### src/hw/rtl/spwm_pkg.sv
// shared types and constants for the servo pulse generator with ascii commands
`timescale 1ns / 1ps

package spwm_pkg;

   localparam int ACCUMULATOR_WIDTH = 16;
   localparam int CSR_INDEX_WIDTH   = 2;
   localparam int CSR_DATA_WIDTH    = 8;

   localparam logic [CSR_INDEX_WIDTH-1:0] CSR_PERIOD_TICKS = 2'd0;
   localparam logic [CSR_INDEX_WIDTH-1:0] CSR_PULSE_BASE   = 2'd1;
   localparam logic [CSR_INDEX_WIDTH-1:0] CSR_MAX_ANGLE    = 2'd2;

   localparam logic [7:0] PERIOD_TICKS_RESET = 8'd200;
   localparam logic [7:0] PULSE_BASE_RESET   = 8'd5;
   localparam logic [7:0] MAX_ANGLE_RESET    = 8'd180;

   localparam logic       MODE_TICK = 1'b0;
   localparam logic       MODE_BYTE = 1'b1;

   localparam logic [7:0] CHAR_START = 8'h53;
   localparam logic [7:0] CHAR_END   = 8'h45;
   localparam logic [7:0] CHAR_ZERO  = 8'h30;

   typedef struct packed {
      logic       mode;
      logic [7:0] rx_byte;
   } spwm_req_type;

   typedef struct packed {
      logic       servo_level;
      logic [7:0] angle;
      logic       command_accepted;
      logic       command_rejected;
   } spwm_rsp_type;

   // angle / 12 as ((angle >> 2) * 43) >> 7, exact for all 8-bit angles
   function automatic logic [4:0] angle_div12(input logic [7:0] angle);
      logic [11:0] prod;
      prod = 12'(angle[7:2]) * 12'd43;
      return prod[11:7];
   endfunction

endpackage

### src/hw/rtl/spwm_in_stage.sv
// input register stage for request transfers
`timescale 1ns / 1ps

module spwm_in_stage
   import spwm_pkg::*;
(
   input  logic         clock,
   input  logic         reset,
   input  logic         req_valid,
   output logic         req_stall,
   input  spwm_req_type req_data,
   input  logic         advance,
   output logic         item_valid,
   output spwm_req_type item_data
);

   logic         valid_ff;
   logic         valid_in;
   spwm_req_type data_ff;
   logic         load;

   assign req_stall  = valid_ff & ~advance;
   assign load       = req_valid & ~req_stall;
   assign valid_in   = load | (valid_ff & ~advance);
   assign item_valid = valid_ff;
   assign item_data  = data_ff;

   always_ff @(posedge clock) begin
      if (reset) begin
         valid_ff <= 1'b0;
      end else begin
         valid_ff <= valid_in;
      end
   end

   always_ff @(posedge clock) begin
      if (load) begin
         data_ff <= req_data;
      end
   end

endmodule

### src/hw/rtl/spwm_core.sv
// servo state, command parser and configuration registers
`timescale 1ns / 1ps

module spwm_core
   import spwm_pkg::*;
(
   input  logic                       clock,
   input  logic                       reset,
   input  logic                       csr_wr_en,
   input  logic [CSR_INDEX_WIDTH-1:0] csr_index,
   input  logic [CSR_DATA_WIDTH-1:0]  csr_wdata,
   input  logic                       fire,
   input  spwm_req_type               item_data,
   output spwm_rsp_type               result
);

   logic [7:0]                   period_ticks_ff;
   logic [7:0]                   pulse_base_ff;
   logic [7:0]                   max_angle_ff;

   logic [7:0]                   phase_ff,      phase_in;
   logic [7:0]                   angle_ff,      angle_in;
   logic [ACCUMULATOR_WIDTH-1:0] acc_ff,        acc_in;
   logic                         collecting_ff, collecting_in;
   logic                         level_ff,      level_in;

   logic [8:0]                   phase_next;
   logic [8:0]                   high_ticks;
   logic [ACCUMULATOR_WIDTH-1:0] digit;
   logic                         cmd_ok;
   logic                         cmd_bad;

   always_ff @(posedge clock) begin
      if (reset) begin
         period_ticks_ff <= PERIOD_TICKS_RESET;
         pulse_base_ff   <= PULSE_BASE_RESET;
         max_angle_ff    <= MAX_ANGLE_RESET;
      end else if (csr_wr_en) begin
         unique case (csr_index)
            CSR_PERIOD_TICKS: period_ticks_ff <= csr_wdata;
            CSR_PULSE_BASE:   pulse_base_ff   <= csr_wdata;
            CSR_MAX_ANGLE:    max_angle_ff    <= csr_wdata;
            default: ;
         endcase
      end
   end

   assign phase_next = {1'b0, phase_ff} + 9'd1;
   assign high_ticks = 9'(angle_div12(angle_ff)) + {1'b0, pulse_base_ff};
   assign digit      = {{(ACCUMULATOR_WIDTH-8){1'b0}}, item_data.rx_byte}
                       - ACCUMULATOR_WIDTH'(CHAR_ZERO);

   always_comb begin
      phase_in      = phase_ff;
      angle_in      = angle_ff;
      acc_in        = acc_ff;
      collecting_in = collecting_ff;
      level_in      = level_ff;
      cmd_ok        = 1'b0;
      cmd_bad       = 1'b0;
      priority if (item_data.mode == MODE_TICK) begin
         phase_in = (phase_next >= {1'b0, period_ticks_ff}) ? 8'd0 : phase_next[7:0];
         level_in = {1'b0, phase_in} < high_ticks;
      end else if (item_data.rx_byte == CHAR_START) begin
         collecting_in = 1'b1;
         acc_in        = '0;
      end else begin
         if (collecting_ff) begin
            if (item_data.rx_byte == CHAR_END) begin
               collecting_in = 1'b0;
               if (acc_ff <= ACCUMULATOR_WIDTH'(max_angle_ff)) begin
                  angle_in = acc_ff[7:0];
                  cmd_ok   = 1'b1;
               end else begin
                  cmd_bad = 1'b1;
               end
            end else begin
               acc_in = (acc_ff << 3) + (acc_ff << 1) + digit;
            end
         end
      end
   end

   assign result.servo_level      = level_in;
   assign result.angle            = angle_in;
   assign result.command_accepted = cmd_ok;
   assign result.command_rejected = cmd_bad;

   always_ff @(posedge clock) begin
      if (reset) begin
         phase_ff      <= '0;
         angle_ff      <= '0;
         acc_ff        <= '0;
         collecting_ff <= 1'b0;
         level_ff      <= 1'b0;
      end else if (fire) begin
         phase_ff      <= phase_in;
         angle_ff      <= angle_in;
         acc_ff        <= acc_in;
         collecting_ff <= collecting_in;
         level_ff      <= level_in;
      end
   end

endmodule

### src/hw/rtl/spwm_out_stage.sv
// result register for response transfers
`timescale 1ns / 1ps

module spwm_out_stage
   import spwm_pkg::*;
(
   input  logic         clock,
   input  logic         reset,
   input  logic         item_valid,
   input  spwm_rsp_type result,
   output logic         advance,
   output logic         rsp_valid,
   input  logic         rsp_stall,
   output spwm_rsp_type rsp_data
);

   logic         valid_ff;
   logic         valid_in;
   spwm_rsp_type data_ff;
   logic         load;

   assign advance   = ~valid_ff | ~rsp_stall;
   assign load      = item_valid & advance;
   assign valid_in  = load | (valid_ff & rsp_stall);
   assign rsp_valid = valid_ff;
   assign rsp_data  = data_ff;

   always_ff @(posedge clock) begin
      if (reset) begin
         valid_ff <= 1'b0;
      end else begin
         valid_ff <= valid_in;
      end
   end

   always_ff @(posedge clock) begin
      if (load) begin
         data_ff <= result;
      end
   end

endmodule

### src/hw/rtl/servo_pwm_with_ascii_command_top.sv
// a request transfer passes the input register and then the result register before its response shows
// throughput: one item per cycle, held back only by rsp_stall through the result register
// each item is handled in one pass between the input register and the result register
// reset: synchronous, clears both stages, phase, angle, accumulator, command state, line level
// reset also restores period_ticks 200, pulse_base 5, max_angle 180
`timescale 1ns / 1ps

module servo_pwm_with_ascii_command_top
   import spwm_pkg::*;
(
   input  logic                       clock,
   input  logic                       reset,
   input  logic                       req_valid,
   output logic                       req_stall,
   input  spwm_req_type               req_data,
   output logic                       rsp_valid,
   input  logic                       rsp_stall,
   output spwm_rsp_type               rsp_data,
   input  logic                       csr_wr_en,
   input  logic [CSR_INDEX_WIDTH-1:0] csr_index,
   input  logic [CSR_DATA_WIDTH-1:0]  csr_wdata
);

   logic         advance;
   logic         item_valid;
   spwm_req_type item_data;
   spwm_rsp_type result;

   spwm_in_stage u_in_stage (
      .clock      (clock),
      .reset      (reset),
      .req_valid  (req_valid),
      .req_stall  (req_stall),
      .req_data   (req_data),
      .advance    (advance),
      .item_valid (item_valid),
      .item_data  (item_data)
   );

   spwm_core u_core (
      .clock     (clock),
      .reset     (reset),
      .csr_wr_en (csr_wr_en),
      .csr_index (csr_index),
      .csr_wdata (csr_wdata),
      .fire      (item_valid & advance),
      .item_data (item_data),
      .result    (result)
   );

   spwm_out_stage u_out_stage (
      .clock      (clock),
      .reset      (reset),
      .item_valid (item_valid),
      .result     (result),
      .advance    (advance),
      .rsp_valid  (rsp_valid),
      .rsp_stall  (rsp_stall),
      .rsp_data   (rsp_data)
   );

endmodule

### config.mk
export PLATFORM = sky130hd
export DESIGN_NAME = servo_pwm_with_ascii_command_top
export DESIGN_NICKNAME = d
export VERILOG_FILES = /design/src/hw/rtl/spwm_pkg.sv /design/src/hw/rtl/spwm_in_stage.sv /design/src/hw/rtl/spwm_core.sv /design/src/hw/rtl/spwm_out_stage.sv /design/src/hw/rtl/servo_pwm_with_ascii_command_top.sv
export SDC_FILE = /design/constraint.sdc
export NUM_CORES = 1
export LEC_CHECK = 0
export BUFFER_PORTS_ARGS = -buffer_cell sky130_fd_sc_hd__buf_2
export CAP_MARGIN = 25
export CORE_MARGIN = 3
export CORE_UTILIZATION = 45
export DETAILED_ROUTE_END_ITERATION = 8
export MAX_ROUTING_LAYER = met4
export PLACE_DENSITY_LB_ADDON = 0.1
export SLEW_MARGIN = 20
export SYNTH_ARGS = -nofsm -noshare
export SYNTH_HDL_FRONTEND = slang
export SYNTH_SLANG_ARGS = --single-unit
### constraint.sdc
create_clock -name clock -period 8.1 [get_ports clock]
set_clock_uncertainty 0.05 [all_clocks]
set_input_delay 0.405 -clock clock [delete_from_list [all_inputs] [get_ports clock]]
set_output_delay 0.405 -clock clock [all_outputs]
set_load 0.005 [all_outputs]
==> results.toml, run 1 <==
[clock_network]
ctsHoldBuffers = 0
cts_max_path_buffers = 2
insertion_delay_ns = 0.35
root_buffer = "clkbuf_16"
post_cts_buffers = 0
cts.sinks = 80
h-tree-depth = 3
clk_pin_slew_ns = 0.06
cts_buffers = 9
cts_tree = "yes"
cts_resized = 0

[logic_synthesis]
synth.avg_cell_area_um2 = 9.213
yosysSeqAreaShare_pct = 31.19
synth_fp_nets = 743
ys_seq_elements = 80
yosysTopAreaCell = "dfxtp_1"
synthCells = 627
yosysMostFrequentCell = "ha_1"
ys_types = 59
synth_ff_type = "dfxtp_1"
syn_area_um2 = 5777
yosysWarnings = 0
synth_area_leaders = "dfxtp_1, ha_1, edfxtp_1, fa_1, inv_1"
synth_edf_count = 20
synth_top_area_share_pct = 20.79
yosys-top-cells-count = "ha_1, inv_1, dfxtp_1"
synthArstFlopShare_pct = 0

[hold_path]
min_path_cells = 1
hp-start = "req_data[6]"
min_to = "u_in_stage.item_data[6]"
hp-class = "in2reg"

[routing]
num_vias = 4677
wl_met2_um = 6195
top_layer_used = "met4"
wl_met3_um = 515
drt-pass1-iter-count = 5
viasPerCell = 5.621
wl_per_cell_um = 16.24
drc_errors = 0
drt_iter0_markers = 298
wl_met1_um = 6597
ant_nets = 0
routed_wl_um = 13520

[setup_path]
cp_cell_sequence = "ha_1 > inv_1 > fa_1 > fa_1 > inv_1 > ha_1 > nand4_1 > o22ai_1 > o21a_1 > nor2_1 > xnor2_1 > ha_1 > a21o_1 > a21o_1 > a21o_1 > a211o_1 > o311a_1 > ha_1 > a211oi_1 > o221ai_1 > a32o_1 > a31oi_1"
r2r-start = "u_core.angle_ff[5]"
rrSetupSlack_ns = 2.56
cpMostUsedCell = "ha_1"
critPathMaxFanout = 6
worstPathRequired_ns = 8.25
start_kind = "flip-flop"
end_kind = "flip-flop"
slowest_delay_ns = 0.54
crit_type = "reg2reg"
cpMaxStageDelayCell = "fa_1"
path_buf_inv = 2
rr_endpoint = "u_out_stage.rsp_data[10]"
r2r_cells = 22
critical_path.top_delay_family = "compound AO/OA/AOI/OAI gates"
cp.arrival_ns = 5.69

[placed_design]
hpwl_um = 10140
gp_congestion = 0.8825
port_buffers = 36

[timing]
relSlewSlack_pct = 32.43
grt_setup_unrepaired = "no"
fmax_mhz = 180.5
drv_slew = 0
hold_viol = 0
worst_pin_slew_ns = 1.013
finalCritPeriodShare_pct = 68.39
setup_viol = 0
tns_ns = 0
finalCriticalPeriod_ns = 5.539

[floorplanning]
row_count = 40
core_area_um2 = 12260
start_util_pct = 47.11
die-area_um2 = 14230
io_pins = 37
chipHeight_um = 119.3
die_w_um = 119.3

[pwr]
p_leak_nw = 2.965
totalPowerFinal_mw = 0.9125
max-vdd-ir-drop_v = 0.00008373
powerDensity_nw_per_um2 = 142.3

[global_route]
grt_max_degree = 49
grt_pass1_wl_um = 22250
grtUsageTotal_pct = 20.02
overflow = 0
grt_pass1_vias = 4441
antenna_found_initial = 0

[cells_and_area]
areaGrowthSynthToFinish_pct = 11.02
layout.nets = 775
antenna_cells = 0
drive_gt1_share_pct = 11.45
nFillCells = 1149

[outcome]
status = "completed"

[job]
drv_cap = 0
-- registers in the layout, indices dropped and copies added (netlist names), 8 cells and up --
| signal | cells |
|---|---|
| u_core.period_ticks_ff | 8 |
| u_core.angle_ff | 8 |
| u_core.acc_ff | 16 |
| u_out_stage.rsp_data | 11 |
| u_in_stage.item_data | 9 |
| u_core.phase_ff | 8 |
| u_core.pulse_base_ff | 8 |
| u_core.max_angle_ff | 8 |
-- kinds of logic after synthesis --
family                   count (synthesis)  share of synthesized area (%)
flip-flops                              80                          31.19
adder cells (fa/ha/maj)                 92                          22.27
multiplexers                            21                          3.812
XOR/XNOR                                21                          3.184
AND/OR/NAND/NOR                        191                          17.28
AO/OA/AOI/OAI                          141                          16.92
buffers and inverters                   81                          5.350
-- layer usage --
metal,GRT usage [%],vias to the layer above
met4,6.371,0
met2,31.68,91
met1,26.57,2225
met3,2.944,16
li1,-,2345
met5,-,-
-- placed cells by master (no fill, tap or decap), drive strengths merged, types with 13 or more instances in the layout --
| master | n |
|---|---|
| a21o | 13 |
| a21oi | 45 |
| buf | 39 |
| dfxtp | 60 |
| edfxtp | 20 |
| fa | 18 |
| ha | 74 |
| inv | 63 |
| mux2i | 13 |
| nand2 | 51 |
| nand3 | 18 |
| nand4 | 16 |
| nor2 | 46 |
| o21ai | 15 |
-- power breakdown --
part	switching, mW	internal (mW)	total [mW]
sequential	0.00725	0.420	0.427
clock	0.174	0.238	0.412
combinational	0.0446	0.0282	0.0728
total	0.226	0.687	0.912
-- area by class of cell --
type | count | area, um2 | area share (%)
clock inverter | 7 | 71.32 | 1.112
multi-input combinational | 466 | 3666 | 57.16
clock buffer | 9 | 225.2 | 3.512
tap | 168 | 210.2 | 3.277
sequential | 80 | 1802 | 28.09
inverter | 63 | 236.5 | 3.687
timing repair buffer | 39 | 202.7 | 3.160
-- worst max path at each step --
stage | start | end | slack, ns | cells past startpoint
after global placement | u_core.angle_ff[3] | u_out_stage.rsp_data[10] | 2.75 | 22
final | u_core.angle_ff[5] | u_out_stage.rsp_data[10] | 2.56 | 22
after global routing | u_core.angle_ff[5] | u_core.level_ff | 2.17 | 22
after detailed placement | u_core.angle_ff[5] | u_out_stage.rsp_data[10] | 2.57 | 22
after floorplan | u_core.angle_ff[5] | u_out_stage.rsp_data[10] | 3.01 | 22
after CTS | u_core.angle_ff[5] | u_out_stage.rsp_data[10] | 2.55 | 22
-- stage by stage --
step                utilization (%)  area (um2)  hold slack (ns)  setup WS (ns)  cells
CTS                           52.31        6414           0.1682          2.551    832
global placement              49.83        6110           0.4070          2.751    815
finish                        52.31        6414           0.1765          2.561    832
global route                  52.31        6414           0.1696          2.171    832
detailed placement            49.89        6117           0.4139          2.574    816
floorplan                         -        5777           0.3929          3.010    627
Power figures use the tool's default switching activity.
==> inputs of run 2 (changes only) <==
Clock period 8.1 ns to 5.05 ns, I/O delays scaled along.
==> run 2 against run 1 <==
The run now ends with setup timing left. Utilization increased by 1.8 points. Cell area grew 3.5%. Combinational power is 65% higher. Power increased by 60%. Highest routed layer unchanged. Worst setup slack got worse by 2.6 ns. Register-to-register slack worse by 2.6 ns. Sequential power rose by 60%. Die area unchanged. Routed wire length is 0.46% higher. Cell count increased by 1.9%.
==> results.toml, run 2 (synthesis gave the netlist of run 1 again) <==
[outcome]
status = "finished with violations"
failed_checks = "setup timing"

[hold_path]
min_path_cells = 1
hp-start = "req_data[5]"
hp-class = "in2reg"
min_to = "u_in_stage.item_data[5]"

[cells_and_area]
final_cell_mix = "ha_1, inv_1, dfxtp_1"
areaGrowthSynthToFinish_pct = 14.86
layout.nets = 791
antenna_cells = 0
final-instance-count-excl-fill = 848
drive_gt1_share_pct = 16.32
largest_reg_flops = 16
largest-register = "u_core.acc_ff"
layout_commonest_cell = "ha_1"

[routing]
wl_per_cell_um = 16.01
num_vias = 4704
routed_wl_um = 13580
viasPerCell = 5.547
drt-pass1-iter-count = 5
drt_iter0_markers = 317
wl_met1_um = 6666
drc_errors = 0
wl_met3_um = 492
wl_met2_um = 6229
ant_nets = 0
top_layer_used = "met4"

[pwr]
powerDensity_nw_per_um2 = 220.7
p_leak_nw = 3.082
max-vdd-ir-drop_v = 0.0001282
totalPowerFinal_mw = 1.464

[timing]
tns_ns = -0.02187
hold_viol = 0
worst_pin_slew_ns = 0.9682
finalCritPeriodShare_pct = 100.4
holdWs_ns = 0.03240
setup_viol = 1
relSlewSlack_pct = 35.45
drv_slew = 0
fmax_mhz = 197.2
grt_setup_unrepaired = "yes"
setup_ws_ns = -0.02187
finalCriticalPeriod_ns = 5.072

[global_route]
grt_pass1_wl_um = 21960
grt_pass1_vias = 4488
overflow = 0
grtUsageTotal_pct = 19.51
antenna_found_initial = 0
grt_max_degree = 49

[placed_design]
place_ws_ns = -0.1065
port_buffers = 36
gp_congestion = 0.8714
dp.cells = 827
hpwl_um = 10110

[clock_network]
cts.sinks = 80
cts_buffers = 9
cts_tree = "yes"
cts_max_path_buffers = 2
root_buffer = "clkbuf_16"
clk_pin_slew_ns = 0.06
h-tree-depth = 3
insertion_delay_ns = 0.34
ctsHoldBuffers = 0

[setup_path]
r2r-start = "u_core.angle_ff[5]"
end_kind = "flip-flop"
crit_type = "reg2reg"
cp.arrival_ns = 5.27
start_kind = "flip-flop"
worstPathRequired_ns = 5.25
r2r_cells = 21
critPathMaxFanout = 5
rr_endpoint = "u_core.level_ff"
rrSetupSlack_ns = -0.02

[floorplanning]
row_count = 40
start_util_pct = 47.11
die-area_um2 = 14230
chipHeight_um = 119.3
die_w_um = 119.3
core_area_um2 = 12260
io_pins = 37

[job]
drv_cap = 0
-- run 2: changes by cell type in the layout (fill, tap and decap cells not counted), sizes merged --
cell      previous run  this run
inv                 63        64
clkinvlp             3         1
clkinv               3         4
buf                 39        55
-- run 2: worst max path at each step --
stage | from | end | slack (ns) | depth (start not counted)
2_1_floorplan | u_core.angle_ff[3] | u_out_stage.rsp_data[10] | 0.01 | 22
3_3_place_gp | u_core.angle_ff[3] | u_out_stage.rsp_data[10] | 0.02 | 22
3_5_place_dp | u_core.angle_ff[3] | u_out_stage.rsp_data[10] | -0.11 | 22
4_1_cts | u_core.angle_ff[3] | u_out_stage.rsp_data[10] | 0.006 | 22
5_1_grt | u_core.angle_ff[7] | u_core.level_ff | -0.22 | 22
6_report | u_core.angle_ff[5] | u_core.level_ff | -0.02 | 21
-- run 2: metrics by stage --
step                      area, um2  utilization, %
after floorplan                5791               -
after global placement         6213           50.67
after detailed placement       6213           50.67
after CTS                      6543           53.36
after global routing           6635           54.11
final                          6635           54.11
-- run 2: routing by layer --
metal | up-vias | GRT usage, %
li1 | 2375 | -
met5 | - | -
met1 | 2218 | 26.54
met3 | 16 | 2.896
met2 | 95 | 29.74
met4 | 0 | 6.872
-- run 2: critical path, cell delays in order, from the launching register on --
cell and delay [ns]:
dfxtp_2 0.33, buf_4 0.16, ha_1 0.29, ha_1 0.30, fa_1 0.49, ha_1 0.29
nand4_1 0.10, o22ai_2 0.20, o21a_1 0.20, nor2_2 0.06, xnor2_2 0.15, ha_1 0.29
a21o_1 0.18, a21o_1 0.17, a21o_1 0.22, a211o_1 0.26, o311a_1 0.16, ha_4 0.25
a211oi_2 0.21, o221ai_1 0.14, a32o_2 0.26, a311oi_2 0.22
-- run 2: power breakdown --
part | total (mW) | switching [mW] | internal [mW]
clock | 0.659 | 0.276 | 0.384
sequential | 0.685 | 0.0117 | 0.673
combinational | 0.120 | 0.0718 | 0.0477
total | 1.46 | 0.359 | 1.10
-- run 2: final cells by class --
cell class                      count  area [um2]
Inverter                           63       236.5
Clock inverter                      7       70.07
Sequential cell                    80        1804
Fill cell                        1120        5627
Timing Repair Buffer               55       322.8
Tap cell                          168       210.2
Clock buffer                        9       225.2
Multi-Input combinational cell    466        3766
-- run 2: timing repair --
item	in CTS	in global routing
buffers inserted	1	4
pin swaps	9	22
gates resized for setup	6	11
endpoints found under the setup margin	2	2
==> inputs of run 3 (changes only) <==
==> constraint.sdc (replaced) <==
create_clock -name clock -period 5.05 [get_ports clock]
set_clock_uncertainty 0.05 [all_clocks]
set_input_delay 0.7575 -clock clock [delete_from_list [all_inputs] [get_ports clock]]
set_output_delay 0.7575 -clock clock [all_outputs]
set_load 0.005 [all_outputs]
==> run 3 against run 2 <==
The run now ends clean. Critical path depth stayed put. Routed wire length increased by 0.41%. Combinational power about the same. Power is 0.98% lower. Die area did not move.
==> results.toml, run 3 (synthesis gave the netlist of run 1 again) <==
[outcome]
status = "completed"

[timing]
hold_viol = 0
grt_setup_unrepaired = "yes"
holdWs_ns = 0.4251
tns_ns = 0
relSlewSlack_pct = 33.97
setup_viol = 0
setup_ws_ns = 0.07804
fmax_mhz = 201.1
drv_slew = 0
worst_pin_slew_ns = 0.9905
finalCriticalPeriod_ns = 4.972
finalCritPeriodShare_pct = 98.45

[clock_network]
ctsHoldBuffers = 0
cts.sinks = 80
insertion_delay_ns = 0.34
root_buffer = "clkbuf_16"
clk_pin_slew_ns = 0.06
cts_buffers = 9
cts_max_path_buffers = 2
cts_tree = "yes"
h-tree-depth = 3

[routing]
drt_iter0_markers = 282
ant_nets = 0
wl_per_cell_um = 16.09
drc_errors = 0
drt-pass1-iter-count = 5
num_vias = 4803
viasPerCell = 5.671
routed_wl_um = 13630

[pwr]
p_sw_share_pct = 23.94
net-switching-power_mw = 0.3471
powerDensity_nw_per_um2 = 218.3
pwr-share-seq_pct = 47.3
p_comb_share_pct = 8.3
totalPowerFinal_mw = 1.450
clkPwrFrac_pct = 44.4
power.internal_mw = 1.103
max-vdd-ir-drop_v = 0.0001709
p_leak_nw = 3.081

[cells_and_area]
nFillCells = 1152
antenna_cells = 0
final_cell_mix = "ha_1, inv_1, dfxtp_1"
multi_input_area_um2 = 3785
layout.nets = 790
final-instance-count-excl-fill = 847
areaGrowthSynthToFinish_pct = 14.94
layout_commonest_cell = "ha_1"
design_area_um2 = 6640
largest_reg_flops = 16
drive_gt1_share_pct = 16.05
largest-register = "u_core.acc_ff"
utilization_pct = 54.15
ff_latch_area_um2 = 1804

[setup_path]
start_kind = "flip-flop"
cpMostUsedCell = "ha_1"
critPathMaxFanout = 5
r2r_cells = 21
rrSetupSlack_ns = 0.08
cpMaxStageDelayCell = "fa_1"
slowest_delay_ns = 0.49
r2r-start = "u_core.angle_ff[5]"
cp.arrival_ns = 5.17
worstPathRequired_ns = 5.25
crit_type = "reg2reg"
end_kind = "flip-flop"
rr_endpoint = "u_core.level_ff"
cp_cell_sequence = "buf_4 > ha_1 > ha_1 > fa_1 > ha_1 > nand4_1 > o22ai_2 > o21a_1 > nor2_2 > xnor2_2 > ha_1 > a21o_1 > a21o_1 > a21o_1 > a211o_1 > o311a_1 > ha_4 > a211oi_2 > o221ai_1 > a32o_2 > a311oi_2"

[global_route]
antenna_found_initial = 0
grtUsageTotal_pct = 20.06
overflow = 0
grt_pass1_wl_um = 22510
grt_pass1_vias = 4546
grt_max_degree = 49

[job]
drv_cap = 0

[hold_path]
min_to = "u_core.acc_ff[15]"
min_path_cells = 1
hp-start = "u_core.acc_ff[15]"
hp-class = "reg2reg"

[placed_design]
dp.cells = 829
port_buffers = 36
gp_congestion = 0.8637
placed_area_um2 = 6228
place_ws_ns = -0.1260
hpwl_um = 10260

[floorplanning]
core_area_um2 = 12260
chipHeight_um = 119.3
row_count = 40
die-area_um2 = 14230
die_w_um = 119.3
start_util_pct = 47.11
io_pins = 37
==> run 3: what timing repair did <==
action                                  CTS  global route
pin swaps                                12            14
setup buffers                             1             2
endpoints found under the setup margin    2             2
gates resized for setup                   9            11
==> run 3: worst max path at each step <==
| stage | startpoint | to | slack, ns |
|---|---|---|---|
| finish | u_core.angle_ff[5] | u_core.level_ff | 0.08 |
| global route | u_core.angle_ff[5] | u_out_stage.rsp_data[10] | -0.17 |
| CTS | u_core.angle_ff[5] | u_core.level_ff | 0.01 |
| detailed placement | u_core.angle_ff[3] | u_out_stage.rsp_data[10] | -0.13 |
| global placement | u_core.angle_ff[3] | u_out_stage.rsp_data[10] | 0.01 |
| floorplan | u_core.angle_ff[3] | u_out_stage.rsp_data[10] | 0.01 |
==> run 3: worst max-delay path, delay by kind of cell, from the launching register on <==
family | cells | cell delay, ns
compound gates | 11 | 2.15
buf+inv | 1 | 0.16
simple gates | 2 | 0.15
xor+xnor | 1 | 0.15
fa+ha+maj | 6 | 1.89
flops | 1 | 0.33
==> run 3: layout make-up <==
| class | instances | share of cell area [%] |
|---|---|---|
| repair buffers | 54 | 4.748 |
| multi-input cells | 466 | 57.00 |
| well taps | 168 | 3.166 |
| clock buffers | 10 | 3.448 |
| clock inverters | 6 | 0.9045 |
| flip-flops and latches | 80 | 27.17 |
| inverters | 63 | 3.561 |
==> run 3: layer usage <==
layer	track usage [%]	wire length [um]	vias up
li1	-	-	2372
met5	-	0	-
met1	27.09	6461	2309
met3	3.799	561	14
met4	5.154	163	0
met2	31.16	6445	108
==> run 3: power groups by stage <==
stage          combinational (mW)  clock (mW)  sequential [mW]
6_report                    0.121       0.644            0.685
5_1_grt                     0.136       0.687            0.687
4_1_cts                     0.119       0.660            0.685
3_5_place_dp                0.118           0            0.699
3_3_place_gp                0.114           0            0.699
2_1_floorplan              0.0785           0            0.696
